<file path="config.mk">
export PLATFORM = sky130hd
export DESIGN_NAME = daisy_chain_pwm_command_node_top_flat
export DESIGN_NICKNAME = d
export VERILOG_FILES = /design/src/dcpn_pkg.sv /design/src/dcpn_stream_if.sv /design/src/dcpn_front.sv /design/src/dcpn_queue.sv /design/src/dcpn_back.sv /design/src/daisy_chain_pwm_command_node_top.sv /design/src/flat_wrapper.sv
export SDC_FILE = /design/constraint.sdc
export NUM_CORES = 1
export LEC_CHECK = 0
export BUFFER_PORTS_ARGS = -buffer_cell sky130_fd_sc_hd__buf_2
export CAP_MARGIN = 10
export CORE_AREA = 2 2 130 132
export DETAILED_ROUTE_END_ITERATION = 10
export DIE_AREA = 0 0 132 134
export PLACE_DENSITY = 0.44
export SYNTH_ARGS = -nofsm -noshare
export SYNTH_HDL_FRONTEND = slang
export SYNTH_SLANG_ARGS = --single-unit
</file>
<file path="constraint.sdc">
create_clock -name clock -period 3.9 [get_ports clock]
set_input_delay 0.195 -clock clock [delete_from_list [all_inputs] [get_ports clock]]
set_output_delay 0.195 -clock clock [all_outputs]
set_load 0.01 [all_outputs]
</file>
<file path="src/dcpn_pkg.sv">
`timescale 1ns / 1ps
// Package for the daisy-chain PWM command node: item types, operation codes,
// waveform constants and the period table. No dependencies.
package dcpn_pkg;

   // Input item of the request channel.
   typedef struct packed {
      logic       mode;
      logic [7:0] rx_byte;
      logic       rx_ninth_bit;
   } req_payload_type;

   // Result item of the response channel.
   typedef struct packed {
      logic        tx_valid;
      logic [7:0]  tx_byte;
      logic        tx_ninth_bit;
      logic        led_on;
      logic        drive_on;
      logic [6:0]  period_count;
      logic        polarity_b;
      logic [14:0] compare_value;
   } rsp_payload_type;

   // Item classes decided by the front end.
   typedef enum logic [2:0] {
      OP_TICK,
      OP_DROP,
      OP_FORWARD,
      OP_SELF,
      OP_DATA
   } op_type;

   // One queue entry between the front end and the back end.
   typedef struct packed {
      op_type     op;
      logic [7:0] tx_byte;
      logic       tx_ninth_bit;
   } entry_type;

   // Input modes.
   localparam logic MODE_BYTE = 1'b0;
   localparam logic MODE_TICK = 1'b1;

   // Waveform constants.
   localparam logic [4:0]  HALF_MARK   = 5'd15;
   localparam logic [14:0] LOW_COMPARE = 15'd64;

   // State after reset.
   localparam logic [3:0] DUTY_RESET = 4'd7;
   localparam logic [2:0] FREQ_RESET = 3'd3;

   // Period register value for each frequency level.
   function automatic logic [6:0] period_lookup(input logic [2:0] level);
      logic [6:0] value;
      case (level)
         3'd0:    value = 7'd127;
         3'd1:    value = 7'd107;
         3'd2:    value = 7'd91;
         3'd3:    value = 7'd80;
         3'd4:    value = 7'd66;
         3'd5:    value = 7'd56;
         3'd6:    value = 7'd48;
         3'd7:    value = 7'd40;
         default: value = 7'd127;
      endcase
      return value;
   endfunction

endpackage

</file>
<file path="src/dcpn_stream_if.sv">
`timescale 1ns / 1ps
// Valid/ready stream interface used for the request and response channels.
// The payload type is given at instantiation; no other dependencies.
interface dcpn_stream_if #(parameter type payload_type = logic);
   logic        valid;
   logic        ready;
   payload_type data;

   modport source (output valid, output data, input ready);
   modport sink   (input valid, input data, output ready);
endinterface

</file>
<file path="src/dcpn_front.sv">
`timescale 1ns / 1ps
// Front end: takes request transfers, checks parity and classifies each item.
// Depends on dcpn_pkg and dcpn_stream_if.
module dcpn_front (
   dcpn_stream_if.sink         req_if,
   output logic                q_valid,
   input  logic                q_ready,
   output dcpn_pkg::entry_type q_entry
);
   import dcpn_pkg::*;

   logic [7:0] rx_byte;
   logic       parity_ok;
   logic [5:0] addr;
   logic [7:0] fwd_byte;

   // The queue decides when a transfer can be taken.
   assign q_valid      = req_if.valid;
   assign req_if.ready = q_ready;

   assign rx_byte   = req_if.data.rx_byte;
   assign parity_ok = ((^rx_byte) == req_if.data.rx_ninth_bit);
   assign addr      = rx_byte[6:1];
   assign fwd_byte  = {1'b0, addr - 6'd1, rx_byte[0]};

   // Classify the item and prepare the byte to be sent downstream.
   always_comb begin
      q_entry.tx_byte      = rx_byte;
      q_entry.tx_ninth_bit = req_if.data.rx_ninth_bit;
      if (req_if.data.mode == MODE_TICK) begin
         q_entry.op = OP_TICK;
      end else if (!parity_ok) begin
         q_entry.op = OP_DROP;
      end else if (rx_byte[7]) begin
         q_entry.op = OP_DATA;
      end else if (addr != 6'd0) begin
         q_entry.op           = OP_FORWARD;
         q_entry.tx_byte      = fwd_byte;
         q_entry.tx_ninth_bit = ^fwd_byte;
      end else begin
         q_entry.op = OP_SELF;
      end
   end

endmodule

</file>
<file path="src/dcpn_queue.sv">
`timescale 1ns / 1ps
// Two-entry queue that decouples the front end from the back end.
// Depends on dcpn_pkg.
module dcpn_queue (
   input  logic                clock,
   input  logic                reset,
   input  logic                in_valid,
   output logic                in_ready,
   input  dcpn_pkg::entry_type in_entry,
   output logic                out_valid,
   input  logic                out_ready,
   output dcpn_pkg::entry_type out_entry
);
   import dcpn_pkg::*;

   entry_type  slot_ff [2];
   logic       wr_ptr_ff, wr_ptr_in;
   logic       rd_ptr_ff, rd_ptr_in;
   logic [1:0] count_ff, count_in;
   logic       push, pop;

   assign in_ready  = (count_ff != 2'd2);
   assign out_valid = (count_ff != 2'd0);
   assign out_entry = slot_ff[rd_ptr_ff];
   assign push      = in_valid && in_ready;
   assign pop       = out_valid && out_ready;

   // Pointer and fill count updates.
   always_comb begin
      wr_ptr_in = push ? ~wr_ptr_ff : wr_ptr_ff;
      rd_ptr_in = pop ? ~rd_ptr_ff : rd_ptr_ff;
      count_in  = count_ff;
      if (push && !pop) begin
         count_in = count_ff + 2'd1;
      end else if (pop && !push) begin
         count_in = count_ff - 2'd1;
      end
   end

   always_ff @(posedge clock) begin
      if (reset) begin
         wr_ptr_ff <= 1'b0;
         rd_ptr_ff <= 1'b0;
         count_ff  <= 2'd0;
      end else begin
         wr_ptr_ff <= wr_ptr_in;
         rd_ptr_ff <= rd_ptr_in;
         count_ff  <= count_in;
      end
   end

   // Entry storage needs no reset.
   always_ff @(posedge clock) begin
      if (push) begin
         slot_ff[wr_ptr_ff] <= in_entry;
      end
   end

   // The fill count never exceeds the depth.
   assert property (@(posedge clock) disable iff (reset) count_ff <= 2'd2)
      else $error("queue count exceeds depth");

   // A lone push grows the count by one.
   assert property (@(posedge clock) disable iff (reset)
      push && !pop |=> count_ff == $past(count_ff) + 2'd1)
      else $error("queue count did not grow on push");

   // A lone pop shrinks the count by one.
   assert property (@(posedge clock) disable iff (reset)
      pop && !push |=> count_ff == $past(count_ff) - 2'd1)
      else $error("queue count did not shrink on pop");

endmodule

</file>
<file path="src/dcpn_back.sv">
`timescale 1ns / 1ps
// Back end: applies queued items to the node state and registers the result.
// Depends on dcpn_pkg and dcpn_stream_if.
module dcpn_back #(
   parameter int PHASE_STEPS = 32
) (
   input  logic                clock,
   input  logic                reset,
   input  logic                q_valid,
   output logic                q_ready,
   input  dcpn_pkg::entry_type q_entry,
   dcpn_stream_if.source       rsp_if
);
   import dcpn_pkg::*;

   localparam int PHASE_W = $clog2(PHASE_STEPS);
   localparam int CMP_W   = (PHASE_W > 5) ? PHASE_W : 5;

   logic               selected_ff, selected_in;
   logic [3:0]         duty_ff, duty_in;
   logic [2:0]         freq_ff, freq_in;
   logic [PHASE_W-1:0] phase_ff, phase_in;
   logic               led_ff, led_in;
   logic               drive_ff, drive_in;
   logic               pol_ff, pol_in;
   logic [14:0]        cmp_ff, cmp_in;
   logic               out_valid_ff, out_valid_in;
   rsp_payload_type    out_ff, out_in;

   logic               apply;
   logic [CMP_W-1:0]   phase_x, duty_x, duty_half_x;

   // An item is applied whenever the output register is free or being emptied.
   assign apply   = q_valid && (!out_valid_ff || rsp_if.ready);
   assign q_ready = !out_valid_ff || rsp_if.ready;

   // Next phase and its comparisons, at a common width.
   always_comb begin
      if (phase_ff == PHASE_W'(PHASE_STEPS - 1)) begin
         phase_in = '0;
      end else begin
         phase_in = phase_ff + PHASE_W'(1);
      end
      phase_x     = CMP_W'(phase_in);
      duty_x      = CMP_W'(duty_ff);
      duty_half_x = CMP_W'(duty_ff) + CMP_W'(HALF_MARK);
   end

   // State update and result for the item at the head of the queue.
   always_comb begin
      selected_in = selected_ff;
      duty_in     = duty_ff;
      freq_in     = freq_ff;
      led_in      = led_ff;
      drive_in    = drive_ff;
      pol_in      = pol_ff;
      cmp_in      = cmp_ff;
      out_in.tx_valid     = 1'b0;
      out_in.tx_byte      = 8'd0;
      out_in.tx_ninth_bit = 1'b0;
      case (q_entry.op)
         OP_TICK: begin
            if (phase_x == '0 || phase_x == CMP_W'(HALF_MARK)) begin
               pol_in = 1'b0;
            end else if (phase_x == duty_x || phase_x == duty_half_x ||
                         duty_ff == 4'd0) begin
               pol_in = 1'b1;
            end
            if (phase_x < duty_x) begin
               cmp_in = {period_lookup(freq_ff), 8'd0};
            end else begin
               cmp_in = LOW_COMPARE;
            end
         end
         OP_FORWARD: begin
            selected_in         = 1'b0;
            out_in.tx_valid     = 1'b1;
            out_in.tx_byte      = q_entry.tx_byte;
            out_in.tx_ninth_bit = q_entry.tx_ninth_bit;
         end
         OP_SELF: begin
            led_in      = q_entry.tx_byte[0];
            selected_in = q_entry.tx_byte[0];
            if (!q_entry.tx_byte[0]) begin
               drive_in = 1'b0;
            end
         end
         OP_DATA: begin
            if (!selected_ff) begin
               out_in.tx_valid     = 1'b1;
               out_in.tx_byte      = q_entry.tx_byte;
               out_in.tx_ninth_bit = q_entry.tx_ninth_bit;
            end else begin
               freq_in     = q_entry.tx_byte[2:0];
               duty_in     = q_entry.tx_byte[6:3];
               drive_in    = 1'b1;
               selected_in = 1'b0;
            end
         end
         default: begin
            // A dropped byte leaves the state as it is.
         end
      endcase
      out_in.led_on        = led_in;
      out_in.drive_on      = drive_in;
      out_in.period_count  = period_lookup(freq_in);
      out_in.polarity_b    = pol_in;
      out_in.compare_value = cmp_in;
      out_valid_in = apply || (out_valid_ff && !rsp_if.ready);
   end

   // Node state and output valid.
   always_ff @(posedge clock) begin
      if (reset) begin
         selected_ff  <= 1'b0;
         duty_ff      <= DUTY_RESET;
         freq_ff      <= FREQ_RESET;
         phase_ff     <= '0;
         led_ff       <= 1'b0;
         drive_ff     <= 1'b0;
         pol_ff       <= 1'b0;
         cmp_ff       <= 15'd0;
         out_valid_ff <= 1'b0;
      end else begin
         out_valid_ff <= out_valid_in;
         if (apply) begin
            selected_ff <= selected_in;
            duty_ff     <= duty_in;
            freq_ff     <= freq_in;
            led_ff      <= led_in;
            drive_ff    <= drive_in;
            pol_ff      <= pol_in;
            cmp_ff      <= cmp_in;
            if (q_entry.op == OP_TICK) begin
               phase_ff <= phase_in;
            end
         end
      end
   end

   // Result register holds payload only.
   always_ff @(posedge clock) begin
      if (apply) begin
         out_ff <= out_in;
      end
   end

   assign rsp_if.valid = out_valid_ff;
   assign rsp_if.data  = out_ff;

   // The phase moves only when a tick is applied.
   assert property (@(posedge clock) disable iff (reset)
      !(apply && q_entry.op == OP_TICK) |=> $stable(phase_ff))
      else $error("phase changed without a tick");

   // A dropped byte changes no control state.
   assert property (@(posedge clock) disable iff (reset)
      apply && q_entry.op == OP_DROP |=>
         $stable(selected_ff) && $stable(led_ff) && $stable(drive_ff))
      else $error("dropped byte changed node state");

   // A data byte taken while selected turns the drive on and deselects.
   assert property (@(posedge clock) disable iff (reset)
      apply && q_entry.op == OP_DATA && selected_ff |=> drive_ff && !selected_ff)
      else $error("selected data byte did not load the drive");

endmodule

</file>
<file path="src/daisy_chain_pwm_command_node_top.sv">
`timescale 1ns / 1ps
// Daisy-chain PWM command node, top level. Path: the request transfer writes
// the queue, the back end applies the item at the queue head and registers
// its result, and a response stall can hold it there. Throughput: one item
// per cycle while the response side is ready. Reset (synchronous, active
// high) empties the queue and the result register and loads the node state:
// duty 7, frequency 3, all other state cleared.
// Depends on dcpn_pkg, dcpn_stream_if, dcpn_front, dcpn_queue and dcpn_back.
module daisy_chain_pwm_command_node_top #(
   parameter int PHASE_STEPS = 32
) (
   input  logic          clock,
   input  logic          reset,
   dcpn_stream_if.sink   req_if,
   dcpn_stream_if.source rsp_if
);
   import dcpn_pkg::*;

   logic      fq_valid, fq_ready;
   entry_type fq_entry;
   logic      qb_valid, qb_ready;
   entry_type qb_entry;

   // Classify incoming items.
   dcpn_front u_front (
      .req_if  (req_if),
      .q_valid (fq_valid),
      .q_ready (fq_ready),
      .q_entry (fq_entry)
   );

   // Buffer classified items.
   dcpn_queue u_queue (
      .clock     (clock),
      .reset     (reset),
      .in_valid  (fq_valid),
      .in_ready  (fq_ready),
      .in_entry  (fq_entry),
      .out_valid (qb_valid),
      .out_ready (qb_ready),
      .out_entry (qb_entry)
   );

   // Apply items to the node state and deliver results.
   dcpn_back #(
      .PHASE_STEPS (PHASE_STEPS)
   ) u_back (
      .clock   (clock),
      .reset   (reset),
      .q_valid (qb_valid),
      .q_ready (qb_ready),
      .q_entry (qb_entry),
      .rsp_if  (rsp_if)
   );

endmodule

</file>
<file path="src/flat_wrapper.sv">
// flat-port wrapper written by rule: the top's interface ports become plain ports
module daisy_chain_pwm_command_node_top_flat import dcpn_pkg::*;
#(
   parameter int PHASE_STEPS = 32
)
  (clock, reset, req_if_valid, req_if_data, req_if_ready, rsp_if_valid, rsp_if_data, rsp_if_ready);
  dcpn_stream_if #(.payload_type(req_payload_type)) req_if_i ();
  dcpn_stream_if #(.payload_type(rsp_payload_type)) rsp_if_i ();
  input  logic clock;
  input  logic reset;
  input wire logic [$bits(req_if_i.valid)-1:0] req_if_valid;
  input wire logic [$bits(req_if_i.data)-1:0] req_if_data;
  output wire logic [$bits(req_if_i.ready)-1:0] req_if_ready;
  output wire logic [$bits(rsp_if_i.valid)-1:0] rsp_if_valid;
  output wire logic [$bits(rsp_if_i.data)-1:0] rsp_if_data;
  input wire logic [$bits(rsp_if_i.ready)-1:0] rsp_if_ready;
  assign req_if_i.valid = req_if_valid;
  assign req_if_i.data = req_if_data;
  assign req_if_ready = req_if_i.ready;
  assign rsp_if_valid = rsp_if_i.valid;
  assign rsp_if_data = rsp_if_i.data;
  assign rsp_if_i.ready = rsp_if_ready;
  daisy_chain_pwm_command_node_top #(.PHASE_STEPS(PHASE_STEPS)) u_core (.clock(clock), .reset(reset), .req_if(req_if_i), .rsp_if(rsp_if_i));
endmodule
</file>
==> impl_metrics.tcl, run 1 <==
set metrics [dict create \
    cts_tree "done" \
    initial_antenna_violation_count 0 \
    power_leakage_uw 0.00213 \
    cts.path.max_buffers 2 \
    ys_seq_area_frac 0.553 \
    synthArstFlopShare 0 \
    timing.max_cap.violations 0 \
    synthesis.nets 464 \
    drt_wl_total_um 9380 \
    count_of_flip_flops_with_a_built_in_enable_after_synthesis 59 \
    post_synth_main_area_contributors "edfxtp_1 (37%), dfxtp_1 (18%), ha_1 (5.2%), nand2_1 (3.5%), nor2_1 (3.4%)" \
    worst_skew_ns 0.0127 \
    power_density_nw_per_um2 591 \
    synth_top_flop_cell "edfxtp_1" \
    arrival_time_reported_for_the_critical_path_endpoint_ns 3.36 \
    detailedPlacementHpwl_um 6740 \
    vias_per_cell 4.41 \
    filler_cell_count 1655 \
    wl_per_cell_um 13.2 \
    worstSetupStartpointType "register" \
    syn_inst 430 \
    grt_pass1_vias 3153 \
    gr-total-overflow 0 \
    num-nets-final 518 \
    postSynthAreaPerCell_um2 11.2 \
    synth_cell_types 60 \
    rsz0062_at_grt "false" \
    flop_and_latch_count_out_of_synthesis 103 \
    floorplan.die.height_um 134 \
    worstMarginPinSlew_ns 1.05 \
    multi_input_area_um2 2000 \
    antenna_left 0 \
    num_antenna_cells 0 \
    fp.coreArea_um2 16300 \
    place.gp.congestion 0.799 \
    register_area_um2 2650 \
    finish.cell_count_without_fillers 709 \
    port-buffer-count 50 \
    die-area_um2 17700 \
    sink_count_of_the_clock_tree 103 \
    cts_resized 0 \
    worst_setup_path_end_kind "register" \
    root_buf_cell "clkbuf_16" \
    maximum_operating_frequency_ghz 0.307 \
    postCtsSetupRepairBufs 0 \
    router_iterations_before_antenna_repair 4 \
    yosysTopAreaCell "edfxtp_1" \
    drt_drc_violations_left 0 \
    fin_setup_tns_ns 0 \
    finalHoldViolCount 0 \
    setup_ws_ns 0.647 \
    area_delta_synth_final_pct 16.4 \
    core.rowCount 47 \
    grt_pass1_wl_um 15800 \
    slew_headroom 0.299 \
    hold_path_class "primary input to register" \
    post_route_cells_drive_above_1_share 0.200 \
    starting_density_of_the_core 0.294 \
    hold_buffers 0 \
    register_clock_pin_slew_on_the_reported_worst_setup_and_hold_paths_ns 0.07 \
    worstPathMaxFanout 9 \
    crit_required_ns 4.01 \
    yosys.area.top_type_share 0.369 \
    cts-htree-levels 3 \
    die-width_um 132 \
    report.final.slew_viol_count 0 \
    placed_cells 693 \
    tritoncts.num_buffers 9 \
    synthesis.yosys.warnings 0 \
    path_class "register to register" \
    mappedNetlistArea_um2 4800 \
    vdd_ir_max_mv 0.254 \
    num_io_pins 51 \
    result_of_the_run "finished, final reports clean" \
    initialDrtViolationCount 173 \
    setup_viol 0 \
    min_period_over_period 0.834 \
    post-place-ws_ns 0.654 \
    worstSkewPairLatency_ns 0.35 \
    grt_start_max_net_pins 23 \
    num_vias 3127 \
    timing.final.crit_period_ns 3.25 \
    grt_usage 0.112 \
    fin_hold_ws_ns 0.119 \
]
logic make-up (layout without fill, tap and decap cells):
group,count (synthesis),count (layout),share of synthesized area
AO/OA/AOI/OAI,70,70,0.0996
XOR/XNOR,25,25,0.0472
adder cells (fa/ha/maj),20,20,0.0522
buffers and inverters,34,93,0.0310
flip-flops,103,103,0.553
multiplexers,23,23,0.0498
AND/OR/NAND/NOR,155,155,0.167
final timing paths:
check | start | to | slack [ns] | cells past startpoint
setup / recovery | u_core.u_back.phase_ff[0]$_SDFFE_PP0P_ | u_core.u_back.rsp_if.data[6]$_DFFE_PP_ | 0.65 | 10
hold / removal | req_if_data[1] | u_core.u_queue.slot_ff[1][1]$_DFFE_PP_ | 0.12 | 1
setup reg to reg | u_core.u_back.phase_ff[0]$_SDFFE_PP0P_ | u_core.u_back.rsp_if.data[6]$_DFFE_PP_ | 0.65 | 10
hold reg to reg | u_core.u_back.cmp_ff[1]$_SDFFE_PP0P_ | u_core.u_back.cmp_ff[1]$_SDFFE_PP0P_ | 0.45 | 1
where the power goes:
| part | total (µW) | internal, µW | leakage (µW) | switching, µW |
|---|---|---|---|---|
| Combinational | 905 | 316 | 0.00107 | 590 |
| Clock | 865 | 444 | 0.000136 | 421 |
| Sequential | 1530 | 1450 | 0.000921 | 81.5 |
area by class of cell:
type,instances,area share
inverters,21,0.0141
clock inverters,7,0.0112
clock buffers,9,0.0403
repair buffers,56,0.0529
multi-input cells,293,0.357
flip-flops and latches,103,0.475
well taps,220,0.0493
placed cells by master (no fill, tap or decap), types with 4 or more instances in the layout:
| master | count |
|---|---|
| o21ai_0 | 14 |
| nand4b_1 | 9 |
| nor2_1 | 44 |
| buf_2 | 50 |
| a21oi_1 | 28 |
| mux2_2 | 6 |
| xor2_1 | 7 |
| edfxtp_1 | 59 |
| nor3_1 | 4 |
| nand2b_1 | 7 |
| inv_1 | 21 |
| mux2i_1 | 16 |
| xnor2_1 | 17 |
| dfxtp_1 | 44 |
| and2_1 | 14 |
| a211o_1 | 5 |
| buf_4 | 6 |
| nand2_1 | 45 |
| ha_1 | 20 |
| a211oi_1 | 4 |
| nor2b_1 | 4 |
| clkbuf_16 | 9 |
stage by stage:
stage	instance area, µm²	utilization	power [µW]
after floorplan	4800	-	2150
after detailed placement	5300	0.325	2490
after global routing	5590	0.343	3520
final	5590	0.343	3300
after global placement	5300	0.325	2470
after CTS	5590	0.343	3370
metal layers:
layer | track usage | vias to the layer above | share of wire
li1 | - | 1613 | -
met1 | 0.141 | 1454 | 0.46
met2 | 0.186 | 51 | 0.49
met3 | 0.0242 | 9 | 0.036
met4 | 0.0525 | 0 | 0.016
met5 | 0 | - | 0
synthesized netlist by cell type (3+ instances only):
cell / number
a21oi_1: 28
mux2i_1: 16
or2_1: 3
nand4b_1: 9
clkbuf_1: 5
and2_1: 14
nand2b_1: 7
nand3_1: 3
ha_1: 20
a211oi_1: 4
mux2_2: 6
edfxtp_1: 59
nand2_1: 45
or3_1: 3
buf_4: 3
and3_1: 3
nor2b_1: 4
inv_1: 21
a211o_1: 5
xor2_1: 7
nor3_1: 4
o21ai_0: 14
dfxtp_1: 44
xnor2_1: 17
nor2_1: 44
worst max-delay path, stage by stage (launching register included):
cell,delay (ns)
dfxtp_1,0.35
ha_1,0.27
and3_2,0.23
ha_1,0.28
nor2b_1,0.25
ha_1,0.30
a221oi_1,0.29
a21oi_1,0.09
a21boi_2,0.39
nand2b_1,0.25
mux2_2,0.32
sequential cells by signal (all words and copies together) (netlist names), named ones only:
register                    flops
u_core.u_back.rsp_if.data      35
u_core.u_queue.slot_ff         24
u_core.u_back.cmp_ff           15
u_core.u_back.phase_ff          5
u_core.u_back.duty_ff           4
u_core.u_back.freq_ff           3
u_core.u_queue.count_ff         2
u_core.u_back.drive_ff          1
u_core.u_back.led_ff            1
u_core.u_back.pol_ff            1
u_core.u_back.rsp_if.valid      1
u_core.u_back.selected_ff       1
u_core.u_queue.rd_ptr_ff        1
u_core.u_queue.wr_ptr_ff        1
No activity file was read; power rests on OpenSTA's default activity.
==> run 2: changes to the inputs <==
Settings changed: PLACE_DENSITY 0.44 to 0.45.
Clock period 3.9 ns to 2.8 ns, I/O delays scaled along.
==> run 2 against run 1 <==
- critical path depth is the same
- non-clock buffer count up 11
- via count is 2.4% higher
- first-iteration DRC count is 50% lower
- total power increased by 40%
- clock skew fell by 0.0055 ns
- combinational power is 46% higher
==> impl_metrics.tcl, run 2 (synthesized netlist as in run 1, its figures left out) <==
set metrics [dict create \
    result_of_the_run "finished, final reports clean" \
    floorplan.die.height_um 134 \
    grt_usage 0.115 \
    timing.critical_path.cells "ha_1 > and3_2 > ha_2 > nor2b_2 > ha_1 > a221oi_1 > a21oi_1 > a21boi_2 > nand2b_1 > mux2_2" \
    finalHoldViolCount 0 \
    layout_commonest_cell "edfxtp_1" \
    maximum_operating_frequency_ghz 0.393 \
    wl_per_cell_um 13.3 \
    vias_per_cell 4.45 \
    timing.final.crit_period_ns 2.55 \
    arrival_time_reported_for_the_critical_path_endpoint_ns 2.65 \
    largest_register_ff_count 35 \
    antenna_left 0 \
    grt_pass1_wl_um 15800 \
    placed_cells 703 \
    clock_power_share 0.251 \
    worstMarginPinSlew_ns 0.577 \
    area_delta_synth_final_pct 17.9 \
    hold_path_class "primary input to register" \
    router_iterations_before_antenna_repair 4 \
    timing.max_cap.violations 0 \
    starting_density_of_the_core 0.294 \
    num_vias 3202 \
    fin_setup_tns_ns 0 \
    seq_power_share 0.464 \
    worstPathMaxFanout 8 \
    root_buf_cell "clkbuf_16" \
    internal_power_uw 3130 \
    initialDrtViolationCount 86 \
    commonest_cells_after_routing_fill_and_taps_aside "edfxtp_1 (59), buf_2 (50), nand2_1 (45)" \
    sink_count_of_the_clock_tree 103 \
    vdd_ir_max_mv 0.303 \
    total_switching_power_uw 1480 \
    sw_frac_of_total 0.320 \
    worstSkewPairLatency_ns 0.35 \
    port-buffer-count 50 \
    initial_antenna_violation_count 0 \
    detailedPlacementHpwl_um 6950 \
    min_period_over_period 0.910 \
    power_leakage_uw 0.00218 \
    register_clock_pin_slew_on_the_reported_worst_setup_and_hold_paths_ns 0.06 \
    place.gp.congestion 0.896 \
    num-nets-final 529 \
    drt_drc_violations_left 0 \
    setup_viol 0 \
    comb_power_share 0.286 \
    crit_required_ns 2.90 \
    die-width_um 132 \
    fp.coreArea_um2 16300 \
    cts.path.max_buffers 2 \
    slew_headroom 0.615 \
    grt_start_max_net_pins 39 \
    timing.critical_path.slowest_cell_delay_ns 0.35 \
    die-area_um2 17700 \
    post_route_cells_drive_above_1_share 0.216 \
    cts_tree "done" \
    worst_skew_ns 0.00718 \
    finish.cell_count_without_fillers 720 \
    core.rowCount 47 \
    crit_buf_inv 0 \
    hold_buffers 0 \
    num_io_pins 51 \
    worst_path_max_delay_cell "dfxtp_1" \
    tritoncts.num_buffers 9 \
    timing.critical_path.mode_cell "ha_1" \
    num_antenna_cells 0 \
    drt_wl_total_um 9570 \
    rsz0062_at_grt "false" \
    cts-htree-levels 3 \
    power_density_nw_per_um2 815 \
    cell_family_with_the_largest_share_of_critical_path_delay "adder cells" \
    grt_pass1_vias 3204 \
    report.final.slew_viol_count 0 \
    worstSetupStartpointType "register" \
    gr-total-overflow 0 \
    path_class "register to register" \
    worst_setup_path_end_kind "register" \
]
## run 2: changes by cell type in the layout (fill, tap and decap cells not counted), moves of 2 or more
cell / previous run / this run
buf_4: 6 / 17
clkbuf_1: 0 / 3
clkinvlp_4: 2 / 0
inv_6: 3 / 1
## run 2: final timing paths
path                                                             start                                     end  slack [ns]  depth (start not counted)
worst max-delay path            u_core.u_back.phase_ff[0]$_SDFFE_PP0P_  u_core.u_back.rsp_if.data[6]$_DFFE_PP_        0.25                         10
worst max register to register  u_core.u_back.phase_ff[0]$_SDFFE_PP0P_  u_core.u_back.rsp_if.data[6]$_DFFE_PP_        0.25                         10
worst min register to register    u_core.u_back.cmp_ff[4]$_SDFFE_PP0P_    u_core.u_back.cmp_ff[4]$_SDFFE_PP0P_        0.45                          1
worst min-delay path                                    req_if_data[1]  u_core.u_queue.slot_ff[1][1]$_DFFE_PP_        0.05                          1
## run 2: power by group through the flow
stage / clock (µW) / combinational (µW) / sequential (µW)
floorplan: 0 / 735 / 2260
global placement: 0 / 1330 / 2180
detailed placement: 0 / 1350 / 2180
CTS: 1220 / 1350 / 2150
global route: 1260 / 1480 / 2180
finish: 1160 / 1320 / 2140
## run 2: repair_timing
item                                    in CTS  in global routing
endpoints found under the setup margin       0                  4
resized for setup                            0                  1
setup buffers                                0                  1
## run 2: final cells by class
cell class | count | area [µm²]
Fill cell | 1642 | 10600
Sequential cell | 103 | 2650
Multi-Input combinational cell | 293 | 2000
Timing Repair Buffer | 67 | 378
Tap cell | 220 | 275
Clock buffer | 13 | 250
Inverter | 21 | 78.8
Clock inverter | 3 | 18.8
## run 2: metal layers
metal,vias up,part of all wire,GRT usage
met4,0,0.026,0.0616
li1,1641,-,-
met3,14,0.027,0.0246
met2,46,0.50,0.197
met5,-,0,0
met1,1501,0.45,0.135
## run 2: stage by stage
stage / util / worst slack, ns / area (µm²) / power [µW] / hold slack, ns
2_1_floorplan: - / 0.00575 / 4800 / 2990 / 0.239
3_3_place_gp: 0.330 / 0.205 / 5380 / 3500 / 0.422
3_5_place_dp: 0.330 / 0.156 / 5380 / 3530 / 0.420
4_1_cts: 0.346 / 0.147 / 5640 / 4720 / 0.0494
5_1_grt: 0.347 / 0.0715 / 5650 / 4910 / 0.0560
6_report: 0.347 / 0.253 / 5650 / 4610 / 0.0507
